**src/rtl/pwmm_pkg.sv**
```systemverilog
// Shared types and constants of the PWM edge timestamp meter.
package pwmm_pkg;

  // Timer wraps after CounterTop, so one overflow is worth CounterTop+1 ticks.
  localparam int unsigned CounterTop    = 65535;
  localparam int unsigned TopPlusOne    = CounterTop + 1;

  localparam int unsigned StampW        = 16;
  localparam int unsigned OvfW          = 16;
  localparam int unsigned TimeW         = 32;
  localparam int unsigned TickRateW     = 24;
  localparam int unsigned DutyW         = 7;
  localparam int unsigned SumW          = TimeW + 1;
  localparam int unsigned ProdW         = TimeW + DutyW;
  localparam int unsigned StepCntW      = 5;

  localparam logic [TickRateW-1:0] TickRateReset = 24'd1000000;
  localparam logic [DutyW-1:0]     PercentScale  = 7'd100;

  // Event kinds.
  localparam logic FuncEdge     = 1'b0;
  localparam logic FuncOverflow = 1'b1;

  // Measurement phases.
  localparam logic [1:0] PhaseIdle = 2'd0;
  localparam logic [1:0] PhaseHigh = 2'd1;
  localparam logic [1:0] PhaseLow  = 2'd2;

  // Register map.
  localparam int unsigned   PaddrW       = 3;
  localparam logic          RegTickRate  = 1'b0;

  // Job handed from front to back: times after the item plus the measured flag.
  typedef struct packed {
    logic [TimeW-1:0] high;
    logic [TimeW-1:0] low;
    logic             both;
  } job_t;

  // Queue status seen by both sides.
  typedef struct packed {
    logic full;
    logic empty;
  } q_status_t;

  typedef enum logic [3:0] {
    B_IDLE = 4'b0001,
    B_FREQ = 4'b0010,
    B_DUTY = 4'b0100,
    B_DONE = 4'b1000
  } back_state_t;

endpackage

```
**src/rtl/pwmm_front.sv**
```systemverilog
// Front end: accepts events, tracks edges and overflows, emits one job per item.
module pwmm_front (
  input  logic                             clk,
  input  logic                             rst,
  input  logic                             accept,
  input  logic                             func,
  input  logic [pwmm_pkg::StampW-1:0]      capture,
  output pwmm_pkg::job_t                   job
);

  logic [1:0]                      phase;
  logic [pwmm_pkg::StampW-1:0]     last_stamp;
  logic [pwmm_pkg::OvfW-1:0]       overflow_count;
  logic [pwmm_pkg::TimeW-1:0]      high_ticks;
  logic [pwmm_pkg::TimeW-1:0]      low_ticks;
  logic                            both_measured;

  logic [1:0]                      phase_next;
  logic [pwmm_pkg::StampW-1:0]     last_stamp_next;
  logic [pwmm_pkg::OvfW-1:0]       overflow_count_next;
  logic [pwmm_pkg::TimeW-1:0]      high_ticks_next;
  logic [pwmm_pkg::TimeW-1:0]      low_ticks_next;
  logic                            both_measured_next;

  logic [32:0]                     ovf_ticks;
  logic signed [34:0]              span;
  logic [pwmm_pkg::TimeW-1:0]      interval;

  // stamp - last + overflows*(TOP+1), clamped to [0, 2^32-1]
  always_comb begin
    ovf_ticks = 33'(overflow_count) * 33'(pwmm_pkg::TopPlusOne);
    span      = signed'({2'b00, ovf_ticks}) + signed'(35'(capture))
                - signed'(35'(last_stamp));
    if (span[34]) begin
      interval = '0;
    end else if (span[33:32] != 2'b00) begin
      interval = '1;
    end else begin
      interval = span[31:0];
    end
  end

  always_comb begin
    phase_next          = phase;
    last_stamp_next     = last_stamp;
    overflow_count_next = overflow_count;
    high_ticks_next     = high_ticks;
    low_ticks_next      = low_ticks;
    both_measured_next  = both_measured;
    if (func == pwmm_pkg::FuncOverflow) begin
      if (overflow_count != '1) begin
        overflow_count_next = overflow_count + 1'b1;
      end
    end else begin
      last_stamp_next     = capture;
      overflow_count_next = '0;
      case (phase)
        pwmm_pkg::PhaseHigh: begin
          high_ticks_next = interval;
          phase_next      = pwmm_pkg::PhaseLow;
        end
        pwmm_pkg::PhaseLow: begin
          low_ticks_next     = interval;
          both_measured_next = 1'b1;
          phase_next         = pwmm_pkg::PhaseHigh;
        end
        default: begin
          // first edge, or the unused code: restart
          phase_next = pwmm_pkg::PhaseHigh;
        end
      endcase
    end
  end

  assign job.high = high_ticks_next;
  assign job.low  = low_ticks_next;
  assign job.both = both_measured_next;

  always_ff @(posedge clk) begin
    if (rst) begin
      phase          <= pwmm_pkg::PhaseIdle;
      last_stamp     <= '0;
      overflow_count <= '0;
      high_ticks     <= '0;
      low_ticks      <= '0;
      both_measured  <= 1'b0;
    end else if (accept) begin
      phase          <= phase_next;
      last_stamp     <= last_stamp_next;
      overflow_count <= overflow_count_next;
      high_ticks     <= high_ticks_next;
      low_ticks      <= low_ticks_next;
      both_measured  <= both_measured_next;
    end
  end

endmodule

```
**src/rtl/pwmm_queue.sv**
```systemverilog
// Two-entry job queue between front and back.
module pwmm_queue (
  input  logic               clk,
  input  logic               rst,
  input  logic               push,
  input  pwmm_pkg::job_t     push_job,
  input  logic               pop,
  output pwmm_pkg::job_t     head_job,
  output pwmm_pkg::q_status_t status
);

  pwmm_pkg::job_t entries [2];
  logic           wr_ptr;
  logic           rd_ptr;
  logic [1:0]     count;

  assign head_job     = entries[rd_ptr];
  assign status.full  = (count == 2'd2);
  assign status.empty = (count == 2'd0);

  always_ff @(posedge clk) begin
    if (push) begin
      entries[wr_ptr] <= push_job;
    end
  end

  always_ff @(posedge clk) begin
    if (rst) begin
      wr_ptr <= 1'b0;
      rd_ptr <= 1'b0;
      count  <= 2'd0;
    end else begin
      if (push) begin
        wr_ptr <= ~wr_ptr;
      end
      if (pop) begin
        rd_ptr <= ~rd_ptr;
      end
      case ({push, pop})
        2'b10:   count <= count + 2'd1;
        2'b01:   count <= count - 2'd1;
        default: count <= count;
      endcase
    end
  end

endmodule

```
**src/rtl/pwmm_back.sv**
```systemverilog
// Back end: shared restoring divider for frequency and duty, plus result register.
module pwmm_back (
  input  logic                              clk,
  input  logic                              rst,
  input  logic [pwmm_pkg::TickRateW-1:0]    tick_rate,
  input  pwmm_pkg::q_status_t               q_status,
  input  pwmm_pkg::job_t                    head_job,
  output logic                              pop,
  output logic                              result_valid,
  input  logic                              result_stall,
  output logic [pwmm_pkg::TimeW-1:0]        high_time,
  output logic [pwmm_pkg::TimeW-1:0]        low_time,
  output logic [pwmm_pkg::TickRateW-1:0]    frequency,
  output logic [pwmm_pkg::DutyW-1:0]        duty_percent,
  output logic                              measure_valid
);

  pwmm_pkg::back_state_t            state;
  logic [pwmm_pkg::TimeW-1:0]       hi;
  logic [pwmm_pkg::TimeW-1:0]       lo;
  logic [pwmm_pkg::SumW-1:0]        sum;
  logic                             ok;
  logic [pwmm_pkg::ProdW-1:0]       prod;
  logic [pwmm_pkg::SumW-1:0]        rem;
  logic [pwmm_pkg::TickRateW-1:0]   dvd;
  logic [pwmm_pkg::TickRateW-1:0]   quo;
  logic [pwmm_pkg::TickRateW-1:0]   freq_q;
  logic [pwmm_pkg::StepCntW-1:0]    cnt;

  logic [pwmm_pkg::SumW-1:0]        head_sum;
  logic                             head_ok;
  logic [pwmm_pkg::SumW:0]          trial;
  logic [pwmm_pkg::SumW:0]          diff;
  logic                             q_bit;
  logic [pwmm_pkg::SumW-1:0]        rem_next;
  logic [pwmm_pkg::TickRateW-1:0]   quo_next;
  logic                             out_free;

  assign head_sum = pwmm_pkg::SumW'(head_job.high) + pwmm_pkg::SumW'(head_job.low);
  assign head_ok  = head_job.both && (head_sum != '0);
  assign pop      = (state == pwmm_pkg::B_IDLE) && !q_status.empty;
  assign out_free = !result_valid || !result_stall;

  // one quotient bit per cycle
  always_comb begin
    trial    = {rem, dvd[pwmm_pkg::TickRateW-1]};
    diff     = trial - {1'b0, sum};
    q_bit    = !diff[pwmm_pkg::SumW];
    rem_next = q_bit ? diff[pwmm_pkg::SumW-1:0] : trial[pwmm_pkg::SumW-1:0];
    quo_next = {quo[pwmm_pkg::TickRateW-2:0], q_bit};
  end

  always_ff @(posedge clk) begin
    prod <= pwmm_pkg::ProdW'(hi) * pwmm_pkg::ProdW'(pwmm_pkg::PercentScale);
  end

  always_ff @(posedge clk) begin
    if (rst) begin
      state <= pwmm_pkg::B_IDLE;
    end else begin
      case (state)
        pwmm_pkg::B_IDLE: begin
          if (!q_status.empty) begin
            state <= head_ok ? pwmm_pkg::B_FREQ : pwmm_pkg::B_DONE;
          end
        end
        pwmm_pkg::B_FREQ: begin
          if (cnt == pwmm_pkg::StepCntW'(1)) begin
            state <= pwmm_pkg::B_DUTY;
          end
        end
        pwmm_pkg::B_DUTY: begin
          if (cnt == pwmm_pkg::StepCntW'(1)) begin
            state <= pwmm_pkg::B_DONE;
          end
        end
        pwmm_pkg::B_DONE: begin
          if (out_free) begin
            state <= pwmm_pkg::B_IDLE;
          end
        end
        default: state <= pwmm_pkg::B_IDLE;
      endcase
    end
  end

  // datapath
  always_ff @(posedge clk) begin
    case (state)
      pwmm_pkg::B_IDLE: begin
        hi     <= head_job.high;
        lo     <= head_job.low;
        sum    <= head_sum;
        ok     <= head_ok;
        rem    <= '0;
        dvd    <= tick_rate;
        quo    <= '0;
        freq_q <= '0;
        cnt    <= pwmm_pkg::StepCntW'(pwmm_pkg::TickRateW);
      end
      pwmm_pkg::B_FREQ: begin
        if (cnt == pwmm_pkg::StepCntW'(1)) begin
          // duty quotient is below 128, so prod>>7 already sits below sum
          freq_q <= quo_next;
          rem    <= pwmm_pkg::SumW'(prod >> pwmm_pkg::DutyW);
          dvd    <= {prod[pwmm_pkg::DutyW-1:0],
                     (pwmm_pkg::TickRateW-pwmm_pkg::DutyW)'(0)};
          quo    <= '0;
          cnt    <= pwmm_pkg::StepCntW'(pwmm_pkg::DutyW);
        end else begin
          rem <= rem_next;
          dvd <= dvd << 1;
          quo <= quo_next;
          cnt <= cnt - 1'b1;
        end
      end
      pwmm_pkg::B_DUTY: begin
        rem <= rem_next;
        dvd <= dvd << 1;
        quo <= quo_next;
        cnt <= cnt - 1'b1;
      end
      default: begin
      end
    endcase
  end

  // result register
  always_ff @(posedge clk) begin
    if (rst) begin
      result_valid <= 1'b0;
    end else if ((state == pwmm_pkg::B_DONE) && out_free) begin
      result_valid <= 1'b1;
    end else if (!result_stall) begin
      result_valid <= 1'b0;
    end
  end

  always_ff @(posedge clk) begin
    if ((state == pwmm_pkg::B_DONE) && out_free) begin
      high_time     <= hi;
      low_time      <= lo;
      frequency     <= ok ? freq_q : '0;
      duty_percent  <= ok ? quo[pwmm_pkg::DutyW-1:0] : '0;
      measure_valid <= ok;
    end
  end

endmodule

```
**src/rtl/pwm_edge_timestamp_meter.sv**
```systemverilog
// Top level of the PWM edge timestamp meter: config port, front, queue, back.
// For a full period an accepted item is queued, popped, run through 24 frequency
//   and 7 duty divider steps, then loaded into the result register; otherwise the
//   divider is skipped. The bit-serial divider sets the rate: the back pops a new
//   job only after the last result; the two-entry queue lets the front run ahead.
// Reset (rst, synchronous): phase, stamps, counts and times go to zero,
//   tick_rate_hz to 1000000, queue and result register empty.
module pwm_edge_timestamp_meter (
  input  logic                               clk,
  input  logic                               rst,
  // configuration port
  input  logic                               psel,
  input  logic                               penable,
  input  logic                               pwrite,
  input  logic [pwmm_pkg::PaddrW-1:0]        paddr,
  input  logic [31:0]                        pwdata,
  output logic [31:0]                        prdata,
  output logic                               pready,
  // event items
  input  logic                               event_valid,
  output logic                               event_stall,
  input  logic                               func,
  input  logic [pwmm_pkg::StampW-1:0]        capture,
  // result items
  output logic                               result_valid,
  input  logic                               result_stall,
  output logic [pwmm_pkg::TimeW-1:0]         high_time,
  output logic [pwmm_pkg::TimeW-1:0]         low_time,
  output logic [pwmm_pkg::TickRateW-1:0]     frequency,
  output logic [pwmm_pkg::DutyW-1:0]         duty_percent,
  output logic                               measure_valid
);

  logic [pwmm_pkg::TickRateW-1:0] tick_rate_hz;
  logic                           reg_sel;
  logic                           ev_accept;
  logic                           pop;
  pwmm_pkg::job_t                 front_job;
  pwmm_pkg::job_t                 head_job;
  pwmm_pkg::q_status_t            q_status;

  // Register map: one register, word index taken from paddr[2].
  assign pready  = 1'b1;
  assign reg_sel = (paddr[2] == pwmm_pkg::RegTickRate);
  assign prdata  = reg_sel ? 32'(tick_rate_hz) : 32'd0;

  always_ff @(posedge clk) begin
    if (rst) begin
      tick_rate_hz <= pwmm_pkg::TickRateReset;
    end else if (psel && penable && pwrite && pready && reg_sel) begin
      tick_rate_hz <= pwdata[pwmm_pkg::TickRateW-1:0];
    end
  end

  // Front stalls only when the job queue is full.
  assign event_stall = q_status.full;
  assign ev_accept   = event_valid && !event_stall;

  pwmm_front u_front (
    .clk     (clk),
    .rst     (rst),
    .accept  (ev_accept),
    .func    (func),
    .capture (capture),
    .job     (front_job)
  );

  pwmm_queue u_queue (
    .clk      (clk),
    .rst      (rst),
    .push     (ev_accept),
    .push_job (front_job),
    .pop      (pop),
    .head_job (head_job),
    .status   (q_status)
  );

  // Reads tick_rate_hz live; user must change it only when idle; not enforced.
  pwmm_back u_back (
    .clk           (clk),
    .rst           (rst),
    .tick_rate     (tick_rate_hz),
    .q_status      (q_status),
    .head_job      (head_job),
    .pop           (pop),
    .result_valid  (result_valid),
    .result_stall  (result_stall),
    .high_time     (high_time),
    .low_time      (low_time),
    .frequency     (frequency),
    .duty_percent  (duty_percent),
    .measure_valid (measure_valid)
  );

endmodule
```
**config.mk**
```make
export PLATFORM = sky130hd
export DESIGN_NAME = pwm_edge_timestamp_meter
export DESIGN_NICKNAME = d
export VERILOG_FILES = /design/src/rtl/pwmm_pkg.sv /design/src/rtl/pwmm_front.sv /design/src/rtl/pwmm_queue.sv /design/src/rtl/pwmm_back.sv /design/src/rtl/pwm_edge_timestamp_meter.sv
export SDC_FILE = /design/constraint.sdc
export NUM_CORES = 1
export LEC_CHECK = 0
export ABC_CLOCK_PERIOD_IN_PS = 15000
export BUFFER_PORTS_ARGS = -buffer_cell sky130_fd_sc_hd__buf_2
export CORE_ASPECT_RATIO = 1.4
export CORE_MARGIN = 8
export CORE_UTILIZATION = 40
export DETAILED_ROUTE_END_ITERATION = 12
export RECOVER_POWER = 25
export SLEW_MARGIN = 5
export SYNTH_ARGS = -nofsm -noshare
export SYNTH_HDL_FRONTEND = slang
export SYNTH_SLANG_ARGS = --single-unit
```
**constraint.sdc**
```tcl
create_clock -name clk -period 15 [get_ports clk]
set_input_delay 0.75 -clock clk [delete_from_list [all_inputs] [get_ports clk]]
set_output_delay 0.75 -clock clk [all_outputs]
set_load 0.1 [all_outputs]
```
==> results.sh <==
export IMPL_result_of_the_run="complete, but fails checks"
export IMPL_violations="max-capacitance violations, max-slew violations"
export IMPL_worst_path_max_delay_cell="clkbuf_1"
export IMPL_worstSetupStartpointType="register"
export IMPL_place_hpwl_um=51400
export IMPL_timing_critical_path_to_type="register"
export IMPL_flops_latches_synth=603
export IMPL_slew_headroom_pct=-139
export IMPL_via_count=20100
export IMPL_ys_warnings_count=0
export IMPL_ys_async_sr_fraction_pct=0
export IMPL_finalHoldViolCount=0
export IMPL_boundaryPins=190
export IMPL_synth_yosys_seq_area_share_pct=54.2
export IMPL_dr_first_iter_drc_count=1070
export IMPL_synth_cells=2716
export IMPL_floorplan_rows=119
export IMPL_die_w_um=249
export IMPL_die_area_mm2=0.0849
export IMPL_groute_usage_overall_pct=16.1
export IMPL_tritoncts="yes"
export IMPL_final_layout_net_count=3140
export IMPL_route_detailed_drc=0
export IMPL_max_stage_delay_ns=2.52
export IMPL_clock_latency_ns=0.64
export IMPL_max_freq_ghz=0.141
export IMPL_placement_io_buffers=170
export IMPL_power_density_normalized_to_cell_area_mw_per_mm2=256
export IMPL_post_layout_total_power_w=0.00872
export IMPL_timing_final_setup_violations=0
export IMPL_clock_path_buffers=3
export IMPL_clkSlewWorstSetupHoldPaths_ns=0.07
export IMPL_htreeDepth=2
export IMPL_pre_cts_ws_ns=9.74
export IMPL_clk_root_buffer_cell="clkbuf_16"
export IMPL_timing_worst_setup_path_type="register to register"
export IMPL_detail_route_first_pass_iterations=5
export IMPL_final_cell_count_no_fill=3885
export IMPL_final_setup_worst_slack_ns=7.91
export IMPL_synth_main_ff_cell="edfxtp_1"
export IMPL_finalCritPeriodShare_pct=47.3
export IMPL_area_growth_pct=12.5
export IMPL_critical_path_peak_fanout=62
export IMPL_post_route_cells_drive_above_1_share_pct=11.3
export IMPL_grt_first_pass_wirelength_um=111000
export IMPL_grt_pass1_vias=20700
export IMPL_core_mm2=0.0750
export IMPL_die_height_um=342
export IMPL_number_of_maximum_capacitance_violations=4
export IMPL_worstPathCellList="clkbuf_1, mux2_1, ha_1, a21oi_4, o21ai_2, nor3_1, or4b_1, or4_1, nor3_2, nand4b_1, nor4_2, a41oi_2, a31o_1"
export IMPL_avgRoutedWirePerCell_um=18.0
export IMPL_final_setup_skew_ns=0.0271
export IMPL_reported_leakage_power_nw=13.7
export IMPL_drt_wl_total_um=69800
export IMPL_detailed_route_vias_per_instance=5.18
export IMPL_synthesis_area_per_instance_um2=11.1
export IMPL_detail_route_antenna_nets=0
export IMPL_hold_buffers=0
export IMPL_maxSlewViolCount=181
export IMPL_pin_count_of_the_biggest_net_entering_global_routing=86
export IMPL_initial_utilization_pct=40.3
export IMPL_finalWeightedCongestion=0.927
export IMPL_global_route_overflow_total=0
export IMPL_max_slew_worst_pin_slew_ns=3.58
export IMPL_period_minus_slack_ns=7.09
export IMPL_setup_repair_after_global_routing_missed_its_margin="false"
export IMPL_fill_cells=7024
export IMPL_yosysUniqueCellTypes=98
export IMPL_worst_vdd_ir_mv=0.129
export IMPL_cts_inserted_buffers=58
export IMPL_clock_sink_count=603
export IMPL_holdCritPathClass="input pin to register"
export IMPL_number_of_antenna_violations_at_the_first_check_in_global_routing=3
export IMPL_post_synthesis_instance_area_mm2=0.0303
export IMPL_final_setup_tns_ns=0
export IMPL_critPathRequiredTime_ns=15.52
export IMPL_placed_cells=3773
export IMPL_number_of_flops_mapped_to_enable_cells_by_yosys=433
export IMPL_worstPathArrival_ns=7.61
export IMPL_post_cts_setup_buffer_count=0
export IMPL_post_cts_resize_count=0
layout by cell type (no fill, tap or decap), drive strengths merged, types with 29 or more instances in the layout:
| cell type | synthesis | final |
|---|---|---|
| a211oi | 37 | 37 |
| a21o | 43 | 43 |
| a21oi | 161 | 161 |
| and2 | 87 | 87 |
| and3 | 29 | 29 |
| buf | 21 | 176 |
| clkbuf | 90 | 89 |
| dfxtp | 170 | 170 |
| edfxtp | 433 | 433 |
| fa | 30 | 30 |
| ha | 186 | 186 |
| inv | 223 | 226 |
| mux2 | 67 | 67 |
| mux2i | 31 | 31 |
| nand2 | 298 | 298 |
| nand3 | 49 | 49 |
| nor2 | 134 | 134 |
| nor2b | 38 | 38 |
| nor3 | 31 | 31 |
| o21ai | 175 | 175 |
| xnor2 | 72 | 72 |
| xor2 | 47 | 47 |
cell families after synthesis:
logic type | Yosys count | share of synthesized area, %
fa+ha+maj | 216 | 9.67
simple gates | 749 | 12.0
other cells | 2 | 0.0248
xor+xnor | 119 | 3.47
mux | 98 | 3.52
buf+inv | 335 | 4.41
compound gates | 594 | 12.7
flops | 603 | 54.2
synthesized netlist by cell type (6+ instances only):
cell type	count	share of area, %
xor2_1	46	1.3
mux2_2	65	2.4
edfxtp_1	433	43
nor2_1	133	1.6
mux2i_1	31	1.0
xnor2_1	72	2.1
buf_4	13	0.32
o21bai_1	14	0.35
o21a_1	28	0.69
o211ai_1	13	0.32
nand2_1	298	3.7
a21o_1	42	1.0
inv_1	223	2.8
nand2b_1	16	0.33
nand3b_1	6	0.15
o31ai_1	8	0.20
a31oi_1	15	0.31
and3_1	27	0.56
o21ai_1	39	0.64
a21oi_1	156	2.6
fa_1	30	2.0
ha_1	186	7.7
a2111oi_0	6	0.17
or2_2	6	0.12
and2_1	86	1.8
nor3_1	27	0.45
nand3_1	48	0.79
o21ai_0	134	2.2
a22o_1	26	0.75
nand4_1	15	0.31
or3_1	9	0.19
a211oi_1	34	0.84
clkbuf_1	90	1.1
dfxtp_1	170	11
a31o_2	7	0.20
nor2b_1	38	0.79
o22ai_1	6	0.12
metrics by stage:
stage / hold slack [ns] / util [%] / area [um2]
floorplan: 0.398 / - / 30300
global placement: 0.407 / 42.8 / 32100
detailed placement: 0.405 / 42.8 / 32100
CTS: 0.307 / 45.5 / 34100
global route: 0.320 / 45.4 / 34100
finish: 0.345 / 45.4 / 34100
worst max-delay path: cells and delay by family (launching register included):
kind                       cells  cell delay (ns)
buffers and inverters          1             2.52
and+or+nand+nor                6             1.84
AOI/OAI and AO/OA              4             1.17
adders and majority gates      1             0.52
muxes                          1             0.48
DFF                            1             0.39
report_power, final:
part | internal [W] | switching [W] | leakage [nW]
Sequential | 0.00242 | 0.000232 | 5.71
Clock | 0.000889 | 0.000642 | 0.964
Combinational | 0.00179 | 0.00275 | 7.00
Total | 0.00510 | 0.00362 | 13.7
final timing paths:
check	startpoint	endpoint	slack, ns	cells past startpoint
max	register	u_back.state[1]$_SDFFE_PP0P_	7.91	13
min	pwdata[17]	tick_rate_hz[17]$_SDFFE_PP1P_	0.34	3
max reg2reg	register	u_back.state[1]$_SDFFE_PP0P_	7.91	13
min reg2reg	u_back.lo[6]$_DFFE_PP_	u_back.low_time[6]$_DFFE_PP_	0.42	0
area by class of cell:
| cell class | count | area [um2] | share of cell area (%) |
|---|---|---|---|
| Antenna cell | 2 | 5.00 | 0.0147 |
| Inverter | 223 | 838 | 2.46 |
| Tap cell | 968 | 1210 | 3.56 |
| Clock buffer | 71 | 1540 | 4.53 |
| Clock inverter | 39 | 449 | 1.32 |
| Timing Repair Buffer | 194 | 998 | 2.93 |
| Sequential cell | 603 | 16400 | 48.2 |
| Multi-Input combinational cell | 1785 | 12600 | 37.0 |
per-layer routing:
metal | GRT usage [%] | part of all wire (%)
met4 | 6.77 | 3.9
met2 | 29.6 | 51
met3 | 2.41 | 3.2
met1 | 18.5 | 42
met5 | 0 | 0.011
state kept, by name (all words and copies together) (netlist names), 32 cells and up, named ones only:
signal	count
u_back.hi	32
u_back.sum	33
u_back.low_time	32
u_queue.entries	130
u_back.rem	33
u_front.low_ticks	32
u_back.prod	37
u_back.lo	32
u_back.high_time	32
u_front.high_ticks	32
Note: power is estimated with default switching activity, not from simulation.
